## config.mk

```make
export PLATFORM = sky130hd
export DESIGN_NAME = midi_note_message_sequencer
export DESIGN_NICKNAME = d
export VERILOG_FILES = /design/src/hw/rtl/mnms_pkg.sv /design/src/hw/rtl/midi_note_message_sequencer.sv
export VERILOG_INCLUDE_DIRS = /design/src /design/src/hw/rtl
export SDC_FILE = /design/constraint.sdc
export NUM_CORES = 1
export LEC_CHECK = 0
export BUFFER_PORTS_ARGS = -buffer_cell sky130_fd_sc_hd__buf_2
export CORE_AREA = 10 10 132 134
export DETAILED_ROUTE_END_ITERATION = 8
export DIE_AREA = 0 0 142 144
export PLACE_DENSITY = 0.79
export SLEW_MARGIN = 20
export SYNTH_ARGS = -nofsm -noshare
export SYNTH_HDL_FRONTEND = slang
export SYNTH_SLANG_ARGS = --single-unit
export TNS_END_PERCENT = 10
```

## constraint.sdc

```tcl
create_clock -name i_clk -period 3.55 [get_ports i_clk]
set_input_delay 0.355 -clock i_clk [delete_from_list [all_inputs] [get_ports i_clk]]
set_output_delay 0.355 -clock i_clk [all_outputs]
set_load 0.01 [all_outputs]
```

## src/hw/rtl/midi_note_message_sequencer_defines.svh

```systemverilog
// Assertion macros for the MIDI note message sequencer.
// Included by RTL files that carry assertions; needs a clock i_clk and reset i_rst_n in scope.
`ifndef MIDI_NOTE_MESSAGE_SEQUENCER_DEFINES_SVH
`define MIDI_NOTE_MESSAGE_SEQUENCER_DEFINES_SVH

`ifndef SYNTHESIS
// Checked while out of reset.
`define MNMS_ASSERT(lbl, prop, msg) \
    lbl: assert property (@(posedge i_clk) disable iff (!i_rst_n) prop) else $error(msg);
// Checked at every edge, reset included.
`define MNMS_ASSERT_ALWAYS(lbl, prop, msg) \
    lbl: assert property (@(posedge i_clk) prop) else $error(msg);
`else
`define MNMS_ASSERT(lbl, prop, msg)
`define MNMS_ASSERT_ALWAYS(lbl, prop, msg)
`endif

`endif

```

## src/hw/rtl/mnms_pkg.sv

```systemverilog
// Types and constants of the MIDI note message sequencer.
// No dependencies.
`default_nettype none

package mnms_pkg;

    localparam int SLOT_MAX_DEF = 7;
    localparam int CC_REGS      = 7;
    localparam int NUM_CHANNELS = 16;

    // Status nibbles of the channel voice messages.
    localparam logic [3:0] ST_NOTE_OFF = 4'h8;
    localparam logic [3:0] ST_NOTE_ON  = 4'h9;
    localparam logic [3:0] ST_CTRL     = 4'hB;

    localparam logic [6:0] CC_ALL_NOTES_OFF = 7'd123;
    localparam logic [6:0] DATA_MAX         = 7'd127;

    // Register map, index = byte address / 4.
    localparam logic [2:0] REG_SLOT_COUNT = 3'd0;
    localparam logic [2:0] REG_CC_BASE    = 3'd1;

    localparam int CMD_W = 2;
    localparam logic [CMD_W-1:0] CMD_NOTE_ON  = 2'd0;
    localparam logic [CMD_W-1:0] CMD_NOTE_OFF = 2'd1;
    localparam logic [CMD_W-1:0] CMD_KILL     = 2'd2;

    typedef enum logic [2:0] {
        PH_IDLE,
        PH_OFF_PREV,
        PH_CC,
        PH_NOTE_ON,
        PH_NOTE_OFF,
        PH_KILL
    } t_phase;

    typedef struct packed {
        logic [3:0] status_hi;
        logic [3:0] chan;
        logic [6:0] data_first;
        logic [6:0] data_second;
        logic       last;
    } t_msg;

endpackage

`default_nettype wire

```

## src/hw/rtl/midi_note_message_sequencer.sv

```systemverilog
// MIDI note message sequencer: turns note events into three-byte channel voice messages.
// Depends on mnms_pkg and midi_note_message_sequencer_defines.svh.
//
//   channel  | direction | handshake          | moves
//   ---------+-----------+--------------------+---------------------------------------
//   event    | in        | i_valid / o_ready  | command, note, velocity, channel, cc values
//   message  | out       | o_valid / i_ready  | status byte, two data bytes, last flag
//   config   | in/out    | APB, pready high   | slot count, seven controller numbers
//
// One shared message former is stepped by a phase sequencer and a four-bit counter, one
// message per cycle while the output does not stall: an accepted event sends up to nine
// messages for a note-on and sixteen for kill.
// o_ready is high only while the sequencer is idle; the output register lets the next
// event be accepted while the last message still waits for its transfer.
// Reset is synchronous and clears the configuration, sequencer, voice and output-valid registers; no clearing pass.
`default_nettype none
`include "midi_note_message_sequencer_defines.svh"

module midi_note_message_sequencer
    import mnms_pkg::*;
#(
    parameter int SLOT_MAX = SLOT_MAX_DEF
) (
    input  wire logic        i_clk,
    input  wire logic        i_rst_n,
    // event channel
    input  wire logic        i_valid,
    output logic             o_ready,
    input  wire logic [1:0]  i_command,
    input  wire logic [6:0]  i_note,
    input  wire logic [7:0]  i_velocity,
    input  wire logic [3:0]  i_channel,
    input  wire logic [7:0]  i_cc_value_0,
    input  wire logic [7:0]  i_cc_value_1,
    input  wire logic [7:0]  i_cc_value_2,
    input  wire logic [7:0]  i_cc_value_3,
    input  wire logic [7:0]  i_cc_value_4,
    input  wire logic [7:0]  i_cc_value_5,
    input  wire logic [7:0]  i_cc_value_6,
    // message channel
    output logic             o_valid,
    input  wire logic        i_ready,
    output logic [7:0]       o_status_byte,
    output logic [6:0]       o_data_first,
    output logic [6:0]       o_data_second,
    output logic             o_last_message,
    // configuration
    input  wire logic        psel,
    input  wire logic        penable,
    input  wire logic        pwrite,
    input  wire logic [4:0]  paddr,
    input  wire logic [31:0] pwdata,
    output logic [31:0]      prdata,
    output logic             pready
);

    localparam int SLOT_IW = (SLOT_MAX > 1) ? $clog2(SLOT_MAX) : 1;
    localparam logic [2:0] SLOT_SAT  = 3'(SLOT_MAX);
    localparam logic [3:0] KILL_LAST = 4'(NUM_CHANNELS - 1);

    // Configuration registers.
    logic [2:0] r_slot_count;
    logic [6:0] r_cc_num [SLOT_MAX];

    // Event held for the sequencer.
    logic [6:0] r_note;
    logic [6:0] r_vel;
    logic [3:0] r_chan;
    logic [6:0] r_ccv [SLOT_MAX];
    logic [2:0] r_slot_n;

    // Voice state.
    logic [6:0] r_held_note;
    logic [3:0] r_held_chan;
    logic       r_sounding;

    t_phase     r_phase, n_phase;
    logic [3:0] r_idx, n_idx;

    logic       r_out_valid;
    t_msg       r_out;

    logic       accept;
    logic       emit;
    logic       cfg_we;
    logic [2:0] cfg_idx;
    logic [6:0] in_ccv [CC_REGS];
    logic [2:0] slot_n;
    logic [2:0] idx_next3;
    t_msg       msg;

    assign in_ccv[0] = i_cc_value_0[7:1];
    assign in_ccv[1] = i_cc_value_1[7:1];
    assign in_ccv[2] = i_cc_value_2[7:1];
    assign in_ccv[3] = i_cc_value_3[7:1];
    assign in_ccv[4] = i_cc_value_4[7:1];
    assign in_ccv[5] = i_cc_value_5[7:1];
    assign in_ccv[6] = i_cc_value_6[7:1];

    assign o_ready   = (r_phase == PH_IDLE);
    assign accept    = i_valid && o_ready;
    assign emit      = (r_phase != PH_IDLE) && (!r_out_valid || i_ready);
    assign slot_n    = (r_slot_count > SLOT_SAT) ? SLOT_SAT : r_slot_count;
    assign idx_next3 = r_idx[2:0] + 3'd1;

    // ------------------------------------------------------------------
    // Configuration port.
    // ------------------------------------------------------------------
    assign pready  = 1'b1;
    assign cfg_we  = psel && penable && pwrite;
    assign cfg_idx = paddr[4:2];

    always_ff @(posedge i_clk) begin
        if (!i_rst_n) begin
            r_slot_count <= '0;
            for (int k = 0; k < SLOT_MAX; k++) begin
                r_cc_num[k] <= '0;
            end
        end else if (cfg_we) begin
            if (cfg_idx == REG_SLOT_COUNT) begin
                r_slot_count <= pwdata[2:0];
            end
            for (int k = 0; k < SLOT_MAX; k++) begin
                if (cfg_idx == REG_CC_BASE + 3'(k)) begin
                    r_cc_num[k] <= pwdata[6:0];
                end
            end
        end
    end

    always_comb begin
        prdata = '0;
        if (cfg_idx == REG_SLOT_COUNT) begin
            prdata = {29'd0, r_slot_count};
        end
        for (int k = 0; k < SLOT_MAX; k++) begin
            if (cfg_idx == REG_CC_BASE + 3'(k)) begin
                prdata = {25'd0, r_cc_num[k]};
            end
        end
    end

    // ------------------------------------------------------------------
    // Event capture.
    // ------------------------------------------------------------------
    always_ff @(posedge i_clk) begin
        if (accept) begin
            r_note   <= i_note;
            r_vel    <= i_velocity[7] ? DATA_MAX : i_velocity[6:0];
            r_chan   <= i_channel;
            r_slot_n <= slot_n;
            for (int k = 0; k < SLOT_MAX; k++) begin
                r_ccv[k] <= in_ccv[k];
            end
        end
    end

    // ------------------------------------------------------------------
    // Shared message former: builds the message of the current step.
    // ------------------------------------------------------------------
    always_comb begin
        msg = '0;
        case (r_phase)
            PH_OFF_PREV: begin
                msg.status_hi  = ST_NOTE_OFF;
                msg.chan       = r_held_chan;
                msg.data_first = r_held_note;
            end
            PH_CC: begin
                msg.status_hi   = ST_CTRL;
                msg.chan        = r_chan;
                msg.data_first  = r_cc_num[r_idx[SLOT_IW-1:0]];
                msg.data_second = r_ccv[r_idx[SLOT_IW-1:0]];
            end
            PH_NOTE_ON: begin
                msg.status_hi   = ST_NOTE_ON;
                msg.chan        = r_chan;
                msg.data_first  = r_note;
                msg.data_second = r_vel;
                msg.last        = 1'b1;
            end
            PH_NOTE_OFF: begin
                msg.status_hi  = ST_NOTE_OFF;
                msg.chan       = r_held_chan;
                msg.data_first = r_note;
                msg.last       = 1'b1;
            end
            PH_KILL: begin
                msg.status_hi  = ST_CTRL;
                msg.chan       = r_idx;
                msg.data_first = CC_ALL_NOTES_OFF;
                msg.last       = (r_idx == KILL_LAST);
            end
            default: begin
                msg = '0;
            end
        endcase
    end

    // ------------------------------------------------------------------
    // Sequencer.
    // ------------------------------------------------------------------
    always_ff @(posedge i_clk) begin
        if (!i_rst_n) begin
            r_phase <= PH_IDLE;
            r_idx   <= '0;
        end else begin
            r_phase <= n_phase;
            r_idx   <= n_idx;
        end
    end

    always_comb begin
        n_phase = r_phase;
        n_idx   = r_idx;
        case (r_phase)
            PH_IDLE: begin
                n_idx = '0;
                if (accept) begin
                    case (i_command)
                        CMD_NOTE_ON: begin
                            if (r_sounding) begin
                                n_phase = PH_OFF_PREV;
                            end else if (slot_n != 3'd0) begin
                                n_phase = PH_CC;
                            end else begin
                                n_phase = PH_NOTE_ON;
                            end
                        end
                        CMD_NOTE_OFF: begin
                            n_phase = r_sounding ? PH_NOTE_OFF : PH_IDLE;
                        end
                        CMD_KILL: begin
                            n_phase = PH_KILL;
                        end
                        default: begin
                            n_phase = PH_IDLE;
                        end
                    endcase
                end
            end
            PH_OFF_PREV: begin
                if (emit) begin
                    n_phase = (r_slot_n != 3'd0) ? PH_CC : PH_NOTE_ON;
                end
            end
            PH_CC: begin
                if (emit) begin
                    if (idx_next3 == r_slot_n) begin
                        n_phase = PH_NOTE_ON;
                        n_idx   = '0;
                    end else begin
                        n_idx = r_idx + 4'd1;
                    end
                end
            end
            PH_NOTE_ON, PH_NOTE_OFF: begin
                if (emit) begin
                    n_phase = PH_IDLE;
                end
            end
            PH_KILL: begin
                if (emit) begin
                    n_idx = r_idx + 4'd1;
                    if (r_idx == KILL_LAST) begin
                        n_phase = PH_IDLE;
                    end
                end
            end
            default: begin
                n_phase = PH_IDLE;
                n_idx   = '0;
            end
        endcase
    end

    // Voice state: a note-off or kill settles at accept, a note-on when it is sent.
    always_ff @(posedge i_clk) begin
        if (!i_rst_n) begin
            r_held_note <= '0;
            r_held_chan <= '0;
            r_sounding  <= 1'b0;
        end else if (accept && i_command == CMD_NOTE_OFF) begin
            if (r_sounding && i_note == r_held_note) begin
                r_sounding <= 1'b0;
            end
        end else if (accept && i_command == CMD_KILL) begin
            r_sounding <= 1'b0;
        end else if (emit && r_phase == PH_NOTE_ON) begin
            r_held_note <= r_note;
            r_held_chan <= r_chan;
            r_sounding  <= 1'b1;
        end
    end

    // ------------------------------------------------------------------
    // Output register.
    // ------------------------------------------------------------------
    always_ff @(posedge i_clk) begin
        if (!i_rst_n) begin
            r_out_valid <= 1'b0;
        end else if (emit) begin
            r_out_valid <= 1'b1;
        end else if (i_ready) begin
            r_out_valid <= 1'b0;
        end
    end

    always_ff @(posedge i_clk) begin
        if (emit) begin
            r_out <= msg;
        end
    end

    assign o_valid        = r_out_valid;
    assign o_status_byte  = {r_out.status_hi, r_out.chan};
    assign o_data_first   = r_out.data_first;
    assign o_data_second  = r_out.data_second;
    assign o_last_message = r_out.last;

    // ------------------------------------------------------------------
    // Assertions.
    // ------------------------------------------------------------------
    `MNMS_ASSERT(a_cc_idx_in_range, (r_phase == PH_CC) |-> (r_idx[2:0] < r_slot_n), "slot index past slot count")
    `MNMS_ASSERT(a_off_prev_needs_note, (r_phase == PH_OFF_PREV) |-> r_sounding, "previous note-off without a sounding note")
    `MNMS_ASSERT(a_note_on_records, (emit && r_phase == PH_NOTE_ON) |=> (r_sounding && r_phase == PH_IDLE), "note-on did not record the note")
    `MNMS_ASSERT(a_note_on_is_last, (o_valid && o_status_byte[7:4] == ST_NOTE_ON) |-> o_last_message, "note-on not marked as last message")
    `MNMS_ASSERT_ALWAYS(a_reset_idle, (!i_rst_n) |=> (r_phase == PH_IDLE && !r_out_valid), "sequencer not idle after reset")

endmodule

`default_nettype wire
```

==> results of run 1 <==
[cells in the mapped netlist (all sizes together), types with 3 or more instances]
cell type  number  area, um2
nand3          11       55.1
nor3            5       35.0
nor4            4       37.5
nand2b          5       31.3
nor2b           7       43.8
edfxtp        141       4230
o21ai          42        210
dfxtp          26        521
o221ai          5       43.8
mux2i          30        300
buf            47        322
nor4bb          3       30.0
inv            13       48.8
a221oi          3       26.3
mux2            7       78.8
xnor2           5       43.8
nand2          95        359
a21oi          15       75.1
and3b           4       35.0
nor2           72        273
a22oi           4       30.0
o22ai           4       25.0
xor2            8       70.1
mux4           15        338
a21boi         16        120
and2            9       56.3
or2             7       43.8
clkbuf         14       52.6
and4b           3       30.0
[final timing paths]
path | startpoint | end | cells after the start
worst max-delay path | flop | o_data_second[3] | 5
worst min-delay path | i_cc_value_5[7] | r_ccv[5][6] | 1
worst max register to register | flop | o_data_second[3] | 5
worst min register to register | r_held_chan[3] | r_held_chan[3] | 2
[per-stage QoR]
step / area [um2] / worst slack [ns]
floorplan: 7910 / 0.582
global placement: 8420 / 1.26
global route: 9020 / 1.09
CTS: 9020 / 1.20
finish: 9020 / 1.23
detailed placement: 8420 / 1.22
[layer usage]
metal,part of all wire,vias up,global-route usage
met5,0,-,0
met4,0.018,0,0.0715
met3,0.082,28,0.0577
met2,0.52,236,0.299
met1,0.38,2622,0.202
li1,-,2509,-
[power by group through the flow]
stage / clock, uW / sequential [uW] / combinational (uW)
3_5_place_dp: 0 / 2870 / 1370
2_1_floorplan: 0 / 2840 / 954
4_1_cts: 1850 / 2830 / 1380
5_1_grt: 1940 / 2870 / 1500
3_3_place_gp: 0 / 2850 / 1330
6_report: 1830 / 2830 / 1360
[worst reg2reg max path, stage by stage (launching register included)]
cell and delay [ns]:
dfxtp_2 0.66, buf_4 0.40, mux4_2 0.55, mux2i_1 0.24, o21ai_1 0.09, and2_1 0.15
[flip-flops by register name, summed over array words and instances, names as in the netlist, 3 cells and up, named ones only]
| name | cells |
|---|---|
| r_vel | 7 |
| o_data_second | 7 |
| o_data_first | 7 |
| r_slot_n | 3 |
| o_status_byte | 7 |
| r_cc_num | 49 |
| r_phase | 3 |
| r_idx | 4 |
| r_held_chan | 4 |
| r_slot_count | 3 |
| r_ccv | 49 |
| r_chan | 4 |
| r_note | 7 |
| r_held_note | 7 |
[area by class of cell]
type / instances / share of cell area
multi-input cells: 431 / 0.303
well taps: 188 / 0.0261
clock buffers: 17 / 0.0472
repair buffers: 123 / 0.0713
clock inverters: 15 / 0.0194
inverters: 13 / 0.00541
flip-flops and latches: 167 / 0.527
[logic make-up after synthesis]
logic type	share of synthesized area
fa+ha+maj	0.00160
buf+inv	0.0541
flops	0.608
compound gates	0.0868
xor+xnor	0.0176
mux	0.0917
other cells	0.000961
simple gates	0.139
==> flow_metrics.tcl, run 1 <==
set metrics [dict create \
    status "completed" \
    crit_family "multiplexers" \
    drt_wl_total_um 18200 \
    grt_pass1_wl_um 27900 \
    hold_viol 0 \
    final.fill_count 1129 \
    synth-async-reset-ratio 0 \
    layout_commonest_cell "edfxtp_1" \
    drtIter0Drc 557 \
    finalNetCount 875 \
    yosys_warnings 0 \
    place_inst 922 \
    worst_pin_slew_ns 1.00 \
    crit_path_top_delay_cell "dfxtp_2" \
    htreeDepth 4 \
    power_leakage_uw 0.00339 \
    vias 5395 \
    criticalPathCategory "reg -> reg" \
    coreArea_um2 14900 \
    holdBufCountCts 0 \
    grt_max_degree 60 \
    ant_nets 0 \
    r2r_slack_ns 1.23 \
    drt-pass1-iter-count 5 \
    hold_slack_ns 0.0820 \
    crit_path_end_kind "flop" \
    fp.dieArea_um2 20400 \
    cp.arrival_ns 2.52 \
    skew_ns 0.0111 \
    layoutNonFillerInstCount 954 \
    start_util 0.526 \
    seqPwrFrac 0.470 \
    cts_made_buffers 17 \
    clkPwrFrac 0.304 \
    seqCellArea_um2 4760 \
    antenna_found_initial 0 \
    clock.fmax_mhz 430 \
    required_ns 3.75 \
    cts_tree "yes" \
    synthCells 647 \
    rsz0062_at_grt "false" \
    vias_per_cell 5.66 \
    cts_buffer_depth 2 \
    syn_area_per_cell_um2 12.1 \
    switchingPower_uw 1890 \
    grtUsageTotal 0.177 \
    cts_root_buf "clkbuf_16" \
    layout_common_cells "141 x edfxtp_1, 117 x buf_2, 94 x nand2_1, 70 x nor2_1, 33 x o21ai_1" \
    path_cells "buf_4, mux4_2, mux2i_1, o21ai_1, and2_1" \
    fp.dieW_um 142 \
    hpwl_um 13100 \
    cts-resized-gates 0 \
    cp_max_fo 15 \
    relSlewSlack 0.330 \
    min_path_type "in -> reg" \
    clkSlewWorstSetupHoldPaths_ns 0.07 \
    period_needed_ns 2.32 \
    insertion_delay_ns 0.44 \
    finalPower_uw 6010 \
    cts_setup_buffers 0 \
    yosysSeqAreaShare 0.608 \
    ys_types 61 \
    synthesis.area_um2 7810 \
    rows 45 \
    numClockSinks 167 \
    syn_to_final_growth_pct 15.4 \
    multi_input_area_um2 2740 \
    die_y_um 144 \
    p_comb_frac 0.226 \
    setup_violations 0 \
    peakVddDrop_uv 416 \
    p_int_uw 4120 \
    finalCritPeriodShare 0.655 \
    finish.utilization 0.607 \
    maxCapViolations 0 \
    grt_pass1_vias 5494 \
    port_buffers 117 \
    layout-drive-gt1-share 0.252 \
    tns_ns 0 \
    diodes 0 \
    drc 0 \
    gr-total-overflow 0 \
    critPathLaunchType "flop" \
    wire_per_inst_um 19.1 \
    worst-path-buf-inv 1 \
    swShare 0.315 \
    synth_edf_count 141 \
    final_max_slew_viol_count 0 \
    power.density_nw_per_um2 667 \
    finalWeightedCongestion 0.872 \
    max_stage_delay_ns 0.66 \
    io_pins 179 \
    synthFlopType "edfxtp_1" \
    ys_seq_elements 167 \
]
(Power assumes the default switching activity.)
==> run 2, diff against run 1 <==
==> constraint.sdc (replaced) <==
create_clock -name i_clk -period 2.25 [get_ports i_clk]
set_input_delay 0.225 -clock i_clk [delete_from_list [all_inputs] [get_ports i_clk]]
set_output_delay 0.225 -clock i_clk [all_outputs]
set_load 0.01 [all_outputs]
==> run 2 against run 1 <==
Effect of this change: highest routed layer unchanged; register-to-register slack worse by 0.94 ns; flip-flop and latch count is the same; non-clock buffer count is 77 higher; clock power up 54%.
==> flow_metrics.tcl, run 2 (synthesis results as in run 1) <==
set metrics [dict create \
    hold_path_end "r_note[0]" \
    period_needed_ns 2.07 \
    relSlewSlack 0.665 \
    min_from "i_note[0]" \
    htreeDepth 4 \
    cts_buffer_depth 2 \
    setup.worst_path.start "r_cc_num[3][1]" \
    cp.arrival_ns 1.84 \
    syn_to_final_growth_pct 24.5 \
    hold_viol 0 \
    min_path_type "in -> reg" \
    ant_nets 0 \
    power_leakage_uw 0.00371 \
    finalWeightedCongestion 0.901 \
    drt_wl_total_um 20200 \
    required_ns 2.03 \
    io_pins 179 \
    hpwl_um 13700 \
    critPathLaunchType "flop" \
    worst_pin_slew_ns 0.503 \
    max_stage_delay_ns 0.41 \
    layout-drive-gt1-share 0.252 \
    clkSlewWorstSetupHoldPaths_ns 0.07 \
    drc 0 \
    start_util 0.526 \
    fp.dieW_um 142 \
    coreArea_um2 14900 \
    crit_family "simple AND/OR/NAND/NOR gates" \
    hold_slack_ns 0.0156 \
    skew_ns 0.0113 \
    layout_common_cells "141 x edfxtp_1, 117 x buf_2, 94 x nand2_1, 70 x nor2_1, 57 x dlygate4sd3_1" \
    maxCapViolations 0 \
    setup_violations 0 \
    crit_path_end_kind "output port" \
    tns_ns 0 \
    fin_ws_ns 0.180 \
    cp_max_fo 3 \
    finish.instance_area_um2 9730 \
    die_y_um 144 \
    drtIter0Drc 622 \
    path_cells "and3b_1, nor4_2, o21ai_1, nand3_1, a21oi_1, buf_2" \
    dpl_cell_area_um2 8580 \
    cts_tree "yes" \
    power.density_nw_per_um2 989 \
    gr-total-overflow 0 \
    grt_pass1_wl_um 31000 \
    grt_max_degree 60 \
    peakVddDrop_uv 713 \
    vias_per_cell 5.63 \
    r2r_start "r_idx[0]" \
    layout_commonest_cell "edfxtp_1" \
    cts_made_buffers 17 \
    pre_cts_ws_ns 0.349 \
    r2r_slack_ns 0.29 \
    port_buffers 117 \
    vias 5812 \
    worst-path-buf-inv 1 \
    antenna_found_initial 1 \
    cts_root_buf "clkbuf_16" \
    final_max_slew_viol_count 0 \
    grt_pass1_vias 5888 \
    numClockSinks 167 \
    grtUsageTotal 0.197 \
    finalNetCount 952 \
    hold_depth 1 \
    insertion_delay_ns 0.43 \
    clock.fmax_mhz 483 \
    criticalPathCategory "reg -> out" \
    reg_top3 "r_cc_num: 49 flops, r_ccv: 49 flops" \
    drt-pass1-iter-count 6 \
    wire_per_inst_um 19.5 \
    status "completed" \
    rsz0062_at_grt "false" \
    crit_path_top_delay_cell "edfxtp_1" \
    reg2reg_depth 6 \
    fp.dieArea_um2 20400 \
    rows 45 \
    finalCritPeriodShare 0.920 \
]
run 2: cell types whose count changed in the layout (fill, tap and decap cells not counted), moves of 2 or more:
cell	delta
buf_4	+19
inv_6	+5
dlygate4sd3_1	+57
clkinvlp_4	+3
clkinv_8	-3
inv_8	-6
diode_2	+2
run 2: report_power, final:
group	switching [uW]	leakage, uW	total, uW	internal [uW]
logic	1450	0.00188	2460	1010
clock network	1260	0.000270	2810	1550
registers	243	0.00156	4360	4120
total	2950	0.00371	9630	6680
run 2: cell type report:
class,count,area (um2)
sequential,167,4760
timing repair buffer,200,1380
clock buffer,18,429
clock inverter,13,141
antenna,2,5.00
multi-input combinational,431,2740
inverter,13,48.8
tap,188,235
fill,1070,5130
run 2: worst register-to-register path: stages (launching register included):
cell and delay, ns:
dfxtp_1 0.45, ha_1 0.27, xor3_1 0.36, nor3_2 0.26, nor2_1 0.10, o31ai_4 0.29
nor2_1 0.12
run 2: layer usage:
| layer | GRT usage | wire [um] | vias up |
|---|---|---|---|
| li1 | - | - | 2657 |
| met1 | 0.224 | 7470 | 2811 |
| met2 | 0.335 | 10300 | 295 |
| met3 | 0.0518 | 1700 | 49 |
| met4 | 0.0979 | 662 | 0 |
| met5 | 0 | 0 | - |
run 2: worst max-delay path by stage:
stage,endpoint,slack [ns],cells after the start
final,prdata[1],0.18,6
after global routing,prdata[2],0.04,6
after CTS,prdata[2],0.06,6
after detailed placement,r_idx[2],0.35,6
after global placement,prdata[5],0.36,6
after floorplan,r_ccv[0][0],0.05,3
run 2: stage by stage:
step / util / total power (uW) / std cells
2_1_floorplan: - / 5980 / 672
3_3_place_gp: 0.577 / 6680 / 942
3_5_place_dp: 0.577 / 6780 / 942
4_1_cts: 0.654 / 9650 / 1030
5_1_grt: 0.655 / 10100 / 1031
6_report: 0.655 / 9630 / 1032
run 2: timing repair:
action,CTS,global route
setup buffers,0,0
gates resized for setup,0,1
endpoints found under the setup margin,0,1
hold buffers,57,0
hold endpoints to repair,57,0
